[src/design/lsrb_pkg.sv]
// ----------------------------------------------------------------------------
// lsrb_pkg
// Shared types, codes and constants of the link-state tracker with
// reset-burst detection.
// ----------------------------------------------------------------------------
package lsrb_pkg;

  localparam int unsigned BurstCountDefault = 3;

  localparam int unsigned OpW     = 2;
  localparam int unsigned StateW  = 3;
  localparam int unsigned TimeW   = 63;
  localparam int unsigned WindowW = 32;
  localparam int unsigned AddrW   = 3;
  localparam int unsigned DataW   = 32;

  localparam logic [WindowW-1:0] WindowReset = 32'd10000000;
  localparam logic [AddrW-1:0]   AddrWindow  = 3'd0;

  localparam logic [OpW-1:0] OpForce   = 2'd0;
  localparam logic [OpW-1:0] OpReset   = 2'd1;
  localparam logic [OpW-1:0] OpSuccess = 2'd2;

  localparam logic [StateW-1:0] StDown       = 3'd0;
  localparam logic [StateW-1:0] StBooting    = 3'd1;
  localparam logic [StateW-1:0] StInit       = 3'd2;
  localparam logic [StateW-1:0] StUp         = 3'd3;
  localparam logic [StateW-1:0] StRecovering = 3'd4;
  localparam logic [StateW-1:0] StError      = 3'd5;

  typedef struct packed {
    logic shift;
    logic clear;
  } cell_ctrl_t;

  typedef struct packed {
    logic [StateW-1:0] link_state;
    logic              burst_seen;
    logic              state_changed;
  } result_t;

endpackage

[src/design/lsrb_cell.sv]
// ----------------------------------------------------------------------------
// lsrb_cell
// One stage of the reset-time chain: holds one timestamp and takes its
// neighbor's on shift; zero marks an empty stage.
// ----------------------------------------------------------------------------
module lsrb_cell (
  input  logic                       clk_i,
  input  logic                       rst_ni,
  input  lsrb_pkg::cell_ctrl_t       ctrl_i,
  input  logic [lsrb_pkg::TimeW-1:0] time_i,
  output logic [lsrb_pkg::TimeW-1:0] time_o
);
  import lsrb_pkg::*;

  logic [TimeW-1:0] time_q;
  logic [TimeW-1:0] time_d;

  always_comb begin
    time_d = time_q;
    if (ctrl_i.clear) begin
      time_d = '0;
    end else if (ctrl_i.shift) begin
      time_d = time_i;
    end
  end

  always_ff @(posedge clk_i or negedge rst_ni) begin
    if (!rst_ni) begin
      time_q <= '0;
    end else begin
      time_q <= time_d;
    end
  end

  assign time_o = time_q;

endmodule

[src/design/lsrb_out_buf.sv]
// ----------------------------------------------------------------------------
// lsrb_out_buf
// Output register with a skid stage, so a new word is taken while the last
// result still waits.
// ----------------------------------------------------------------------------
module lsrb_out_buf (
  input  logic              clk_i,
  input  logic              rst_ni,
  input  logic              push_i,
  input  lsrb_pkg::result_t data_i,
  output logic              ready_o,
  output logic              valid_o,
  input  logic              ready_i,
  output lsrb_pkg::result_t data_o
);
  import lsrb_pkg::*;

  logic    out_valid_q;
  logic    skid_valid_q;
  result_t out_q;
  result_t skid_q;
  logic    pop;

  assign pop     = !out_valid_q || ready_i;
  assign ready_o = !skid_valid_q;

  always_ff @(posedge clk_i or negedge rst_ni) begin
    if (!rst_ni) begin
      out_valid_q  <= 1'b0;
      skid_valid_q <= 1'b0;
    end else if (pop) begin
      out_valid_q  <= skid_valid_q || push_i;
      skid_valid_q <= 1'b0;
    end else if (push_i) begin
      skid_valid_q <= 1'b1;
    end
  end

  always_ff @(posedge clk_i) begin
    if (pop) begin
      out_q <= skid_valid_q ? skid_q : data_i;
    end else if (push_i) begin
      skid_q <= data_i;
    end
  end

  assign valid_o = out_valid_q;
  assign data_o  = out_q;

endmodule

[src/design/link_state_with_reset_burst_detect.sv]
// ----------------------------------------------------------------------------
// link_state_with_reset_burst_detect
// Link-state tracker that flags bursts of reset events within a time window.
// ----------------------------------------------------------------------------
// One event word is taken every cycle while the skid stage is empty; its
// result is registered for the output channel, through the skid stage when
// the receiver stalls, so input keeps flowing while one result waits.
// The state update, a 63-bit subtract and window compare, is combinational.
// Recent reset times travel down a chain of BURST_COUNT-1 cells, one step
// per recorded reset; the last cell holds the time that becomes the oldest
// of BURST_COUNT resets. A success in recovering or error clears the chain.
module link_state_with_reset_burst_detect #(
  parameter int unsigned BURST_COUNT = lsrb_pkg::BurstCountDefault
) (
  input  logic                         clk_i,
  input  logic                         rst_ni,
  input  logic                         in_valid_i,
  output logic                         in_ready_o,
  input  logic [lsrb_pkg::OpW-1:0]     operation_i,
  input  logic [lsrb_pkg::StateW-1:0]  new_state_i,
  input  logic [lsrb_pkg::TimeW-1:0]   event_time_us_i,
  output logic                         out_valid_o,
  input  logic                         out_ready_i,
  output logic [lsrb_pkg::StateW-1:0]  link_state_o,
  output logic                         burst_seen_o,
  output logic                         state_changed_o,
  input  logic                         psel,
  input  logic                         penable,
  input  logic                         pwrite,
  input  logic [lsrb_pkg::AddrW-1:0]   paddr,
  input  logic [lsrb_pkg::DataW-1:0]   pwdata,
  output logic [lsrb_pkg::DataW-1:0]   prdata,
  output logic                         pready
);
  import lsrb_pkg::*;

  localparam int unsigned Cells = BURST_COUNT - 1;

  logic [WindowW-1:0] window_q;
  logic [StateW-1:0]  mode_q;
  logic [StateW-1:0]  mode_d;
  logic               accept;
  logic               record;
  logic               clear;
  logic               burst;
  logic [TimeW-1:0]   oldest;
  logic [TimeW-1:0]   span;
  cell_ctrl_t         ctrl;
  result_t            result;
  logic [TimeW-1:0]   chain [Cells];

  assign pready = 1'b1;
  assign prdata = (paddr == AddrWindow) ? window_q : '0;

  always_ff @(posedge clk_i or negedge rst_ni) begin
    if (!rst_ni) begin
      window_q <= WindowReset;
    end else if (psel && penable && pwrite && (paddr == AddrWindow)) begin
      window_q <= pwdata;
    end
  end

  assign accept = in_valid_i && in_ready_o;
  assign oldest = chain[Cells-1];
  assign span   = event_time_us_i - oldest;

  always_comb begin
    mode_d = mode_q;
    record = 1'b0;
    clear  = 1'b0;
    burst  = 1'b0;
    case (operation_i)
      OpForce: begin
        if (new_state_i <= StError) begin
          mode_d = new_state_i;
        end
      end
      OpReset: begin
        if (mode_q inside {StDown, StBooting, StInit}) begin
          mode_d = StUp;
        end else begin
          record = 1'b1;
          burst  = (oldest != '0) && ((event_time_us_i < oldest) ||
                   (span <= {{(TimeW-WindowW){1'b0}}, window_q}));
          mode_d = burst ? StError : StRecovering;
        end
      end
      OpSuccess: begin
        if (mode_q inside {StRecovering, StError}) begin
          mode_d = StUp;
          clear  = 1'b1;
        end
      end
      default: begin
      end
    endcase
  end

  always_ff @(posedge clk_i or negedge rst_ni) begin
    if (!rst_ni) begin
      mode_q <= StDown;
    end else if (accept) begin
      mode_q <= mode_d;
    end
  end

  assign ctrl.shift = accept && record;
  assign ctrl.clear = accept && clear;

  for (genvar g = 0; g < Cells; g++) begin : g_cell
    lsrb_cell u_cell (
      .clk_i  (clk_i),
      .rst_ni (rst_ni),
      .ctrl_i (ctrl),
      .time_i ((g == 0) ? event_time_us_i : chain[(g == 0) ? 0 : g-1]),
      .time_o (chain[g])
    );
  end

  assign result.link_state    = mode_d;
  assign result.burst_seen    = burst;
  assign result.state_changed = (mode_d != mode_q);

  result_t out_data;

  lsrb_out_buf u_out_buf (
    .clk_i   (clk_i),
    .rst_ni  (rst_ni),
    .push_i  (accept),
    .data_i  (result),
    .ready_o (in_ready_o),
    .valid_o (out_valid_o),
    .ready_i (out_ready_i),
    .data_o  (out_data)
  );

  assign link_state_o    = out_data.link_state;
  assign burst_seen_o    = out_data.burst_seen;
  assign state_changed_o = out_data.state_changed;

endmodule

[config.mk]
export PLATFORM = sky130hd
export DESIGN_NAME = link_state_with_reset_burst_detect
export DESIGN_NICKNAME = d
export VERILOG_FILES = /design/src/design/lsrb_pkg.sv /design/src/design/lsrb_cell.sv /design/src/design/lsrb_out_buf.sv /design/src/design/link_state_with_reset_burst_detect.sv
export SDC_FILE = /design/constraint.sdc
export NUM_CORES = 1
export LEC_CHECK = 0
export BUFFER_PORTS_ARGS = -buffer_cell sky130_fd_sc_hd__clkbuf_2
export CELL_PAD_IN_SITES_DETAIL_PLACEMENT = 1
export CELL_PAD_IN_SITES_GLOBAL_PLACEMENT = 1
export CORE_MARGIN = 4
export CORE_UTILIZATION = 45
export DETAILED_ROUTE_END_ITERATION = 10
export PLACE_DENSITY = 0.83
export SYNTH_ARGS = -nofsm -noshare
export SYNTH_HDL_FRONTEND = slang
export SYNTH_SLANG_ARGS = --single-unit
[constraint.sdc]
create_clock -name clk_i -period 7.19 [get_ports clk_i]
set_input_delay 1.438 -clock clk_i [delete_from_list [all_inputs] [get_ports clk_i]]
set_output_delay 1.438 -clock clk_i [all_outputs]
set_load 0.1 [all_outputs]
==> run summary <==
## Run status
• finished clean — result of the run

## Clock network
• 2 — deepest clock path buffer count
• 4 — H-tree levels
• done — TritonCTS clock tree
• 450 ps — Skew-Pair Late Insertion Delay
• 173 — # clock sinks
• 17 — clock buffers created by TritonCTS
• 70 ps — clock slew seen by the registers of the worst setup and hold paths
• 0 — hold buffer count at cts
• clkbuf_16 — Root Buffer
• 0 — Setup Buffers After CTS

## Synthesis
• 0 — yosys synthesis warning count
• 8.599 um^2 — Synth Area per Inst
• 0.3545 — sequential cell area fraction in the yosys report
• dfrtp_1 — cell type contributing the most total cell area after synthesis
• 79 — count of unique library cells instantiated by Yosys
• dfrtp_1 — predominant post-synthesis flop cell
• 0.9422 — Async SR Flop Fraction
• 10 — number of synthesized flops with an enable pin
• 173 — register bit total from synthesis
• 12380 um^2 — netlist area before placement
• 0.3133 — share of the synthesized area in the top cell type
• 1440 — count of mapped cells out of synthesis
• dfrtp_1 31%, ha_1 9.6%, a22o_1 9.1% — largest cells by area after synthesis
• 1646 — number of nets in the synthesized netlist

## Global routing
• 0.2850 — Overall Global Routing Usage
• 12320 — number of global-route vias before repair
• 0 — overflow left after global routing
• 71 — largest net degree at the start of global routing
• 1 — antenna violations before repair
• 68830 um — global-route wire length before repair

## STA
• 246.9 ps — worst setup slack after layout
• 0.9657 — period utilization
• 0 — final hold violation count
• 144.0 MHz — highest achievable clock rate
• 6943 ps — min cycle time layout
• no — unrepaired setup endpoints after global routing
• 0 — Final Max Slew Viols
• 0 — final-report setup violation count
• 10.65 ps — Worst Skew
• 1039 ps — actual transition at the worst max-transition pin
• 0.3029 — worst max-slew margin expressed relative to the limit

## Setup path
• clkbuf_2, inv_1, ha_1, fa_1, nor2b_1, buf_4, o2111a_1, o211ai_1, and3_1, o31ai_1, xor2_1, ha_1, nand4_1, nor3_2, nand3_1, a211oi_1, nand4_1, or4_1, nor4_1, nand4_1, or4_4, o211ai_1, nand3_1 — cell chain of the critical path
• or4_4 — CP max-delay cell
• 21 — number of cells on the worst reg-to-reg path
• simple AND/OR/NAND/NOR gates — Crit path max-delay family
• 3 — count of buffer and inverter cells on the critical path
• 3 — Critical Path Fanout Max
• 7360 ps — data required time at the worst endpoint
• register — Worst Setup End Kind
• nand4_1 — CP most frequent cell
• in -> reg — WS Path Type
• primary input — Setup crit start kind
• 610 ps — delay of the slowest cell on the worst path
• 7110 ps — crit path DAT
• 23 — logic depth of the worst setup path including buffers

## Power
• 444.7 nW/um^2 — power density relative to cell area
• 6.522 nW — Static Leakage
• 202.8 uV — maximum resistive drop on vdd

## Floorplan
• 0.4581 — starting density of the core
• 60 — number of standard-cell rows in the floorplan
• 27030 um^2 — Floorplan Core Area
• 173.9 um — Chip Height
• 30230 um^2 — Die Outline Area
• 150 — I/O pins
• 173.9 um — width of the die

## Place
• 148 — input/output buffers
• -180.0 ps — worst setup slack after placement
• 34510 um — dpl hpwl
• 1.010 — GPL Wtd Cong

## Cells and area
• 0.5293 — utilization after layout
• 1790 — total number of nets in the final design
• 0.1709 — fraction of final layout cells sized beyond drive strength 1
• 0 — number of antenna cells inserted
• 15.53% — P&R area growth vs syn
• 3255 — filler cell count in the final layout

## Route
• 22.52 um — WL per Instance
• 5 — Pre-antenna DRT Iters
• 6.198 — via density per instance
• 43640 um — Post-Route WL
• 0 — remaining design rule violation count
• 822 — number of design-rule violations left by the first detailed-router iteration
• 0 — residual antenna-violating net count after detailed routing
• 12010 — DR vias

## Job
• 0 — max-cap violations

## Worst hold path
• reg -> reg — worst hold path class
• 1 — Hold Crit Depth

[state kept, by name, indices dropped and copies added, names as in the netlist]
signal and count:
u_out_buf.skid_valid_q 1, window_q 32, u_out_buf.skid_q 5, mode_q 3, u_out_buf.data_o 5, u_out_buf.valid_o 1
g_cell.u_cell.time_o 126
[final cells by class]
class	instances	area, um^2	area share
clock buffers	20	478.0	0.03341
clock inverters	12	150.1	0.01050
inverters	121	454.2	0.03175
multi-input cells	1066	7232	0.5056
flip-flops and latches	173	4389	0.3068
well taps	341	426.7	0.02983
repair buffers	205	1175	0.08213
[cell usage after synthesis (6+ instances only)]
library cell,number
a211oi_1,9
a21o_1,21
a21oi_1,114
a22o_1,128
a31oi_1,8
and2_1,38
and3_1,9
and4_1,10
buf_2,28
clkbuf_1,47
dfrtp_1,155
dfstp_2,8
edfxtp_1,10
ha_1,95
inv_1,121
nand2_1,150
nand3_1,14
nand4_1,45
nor2_1,61
nor2b_1,6
nor3_1,28
nor4_1,29
o211ai_1,12
o21a_1,18
o21ai_0,109
o21ai_1,8
o31ai_1,6
xnor2_1,22
xor2_1,19
[final timing paths]
| check | startpoint | to | slack [ps] |
|---|---|---|---|
| hold / removal | g_cell[0].u_cell.time_o[13]$_DFFE_PN0P_ | g_cell[1].u_cell.time_o[13]$_DFFE_PN0P_ | 510 |
| min in group asynchronous | rst_ni | window_q[5]$_DFFE_PN0P_ | 880 |
| setup reg to reg | g_cell[1].u_cell.time_o[0]$_DFFE_PN0P_ | u_out_buf.skid_q[0]$_DFFE_PP_ | 900 |
| setup / recovery | event_time_us_i[0] | u_out_buf.skid_q[0]$_DFFE_PP_ | 250 |
| max in group asynchronous | rst_ni | g_cell[1].u_cell.time_o[43]$_DFFE_PN0P_ | 5090 |
| hold reg to reg | g_cell[0].u_cell.time_o[13]$_DFFE_PN0P_ | g_cell[1].u_cell.time_o[13]$_DFFE_PN0P_ | 510 |
[power breakdown]
part	leakage [nW]	internal, mW	switching (mW)
clock network	0.308	0.562	0.444
logic	4.05	1.43	2.28
registers	2.17	1.35	0.295
[cells by family after synthesis]
logic type	after synthesis	share of synthesized area
other	1	0.0003029
multiplexers	10	0.008589
XOR/XNOR	41	0.02900
AO/OA/AOI/OAI	501	0.2770
AND/OR/NAND/NOR	417	0.1690
adder cells (fa/ha/maj)	96	0.09762
buffers and inverters	201	0.06407
flip-flops	173	0.3545
[cells in the final DEF (no fill, tap or decap), types with 57 or more instances in the layout]
master,n
a22o_1,128
nor2_1,61
clkbuf_2,147
nand2_1,150
a21oi_1,114
ha_1,95
dfrtp_1,155
o21ai_0,108
inv_1,121
buf_4,57
[timing repair]
action	4_1_cts	5_1_grt
setup endpoints to repair	0	4
hold endpoints to repair	0	0
gates resized for setup	0	4
[metrics by stage]
step,instance area (um^2),power (mW),TNS [ps],hold slack (ps),std cells
final,14310,6.362,0,506.6,1938
after global routing,14310,6.815,0,520.2,1938
after CTS,14290,6.327,0,506.1,1938
after detailed placement,13660,5.257,-432.5,482.6,1906
after global placement,13660,5.145,0,480.6,1906
after floorplan,12380,4.014,0,466.5,1440
[per-layer routing]
metal / global-route usage / part of all wire
met1: 0.3924 / 0.46
met2: 0.4688 / 0.47
met3: 0.04558 / 0.049
met4: 0.07720 / 0.021
met5: 0 / 0.00030
[worst register-to-register path, cell delays in order, from the launching register on]
cell and delay (ps):
dfrtp_1 420, ha_1 250, fa_1 420, nor2b_1 180, buf_4 140, o2111a_1 260, o211ai_1 130, and3_1 210
o31ai_1 280, xor2_1 140, ha_1 310, nand4_1 150, nor3_2 360, nand3_1 210, a211oi_1 370, nand4_1 120
or4_1 550, nor4_1 240, nand4_1 250, or4_4 610, o211ai_1 240, nand3_1 160
Power figures use the tool's default switching activity.
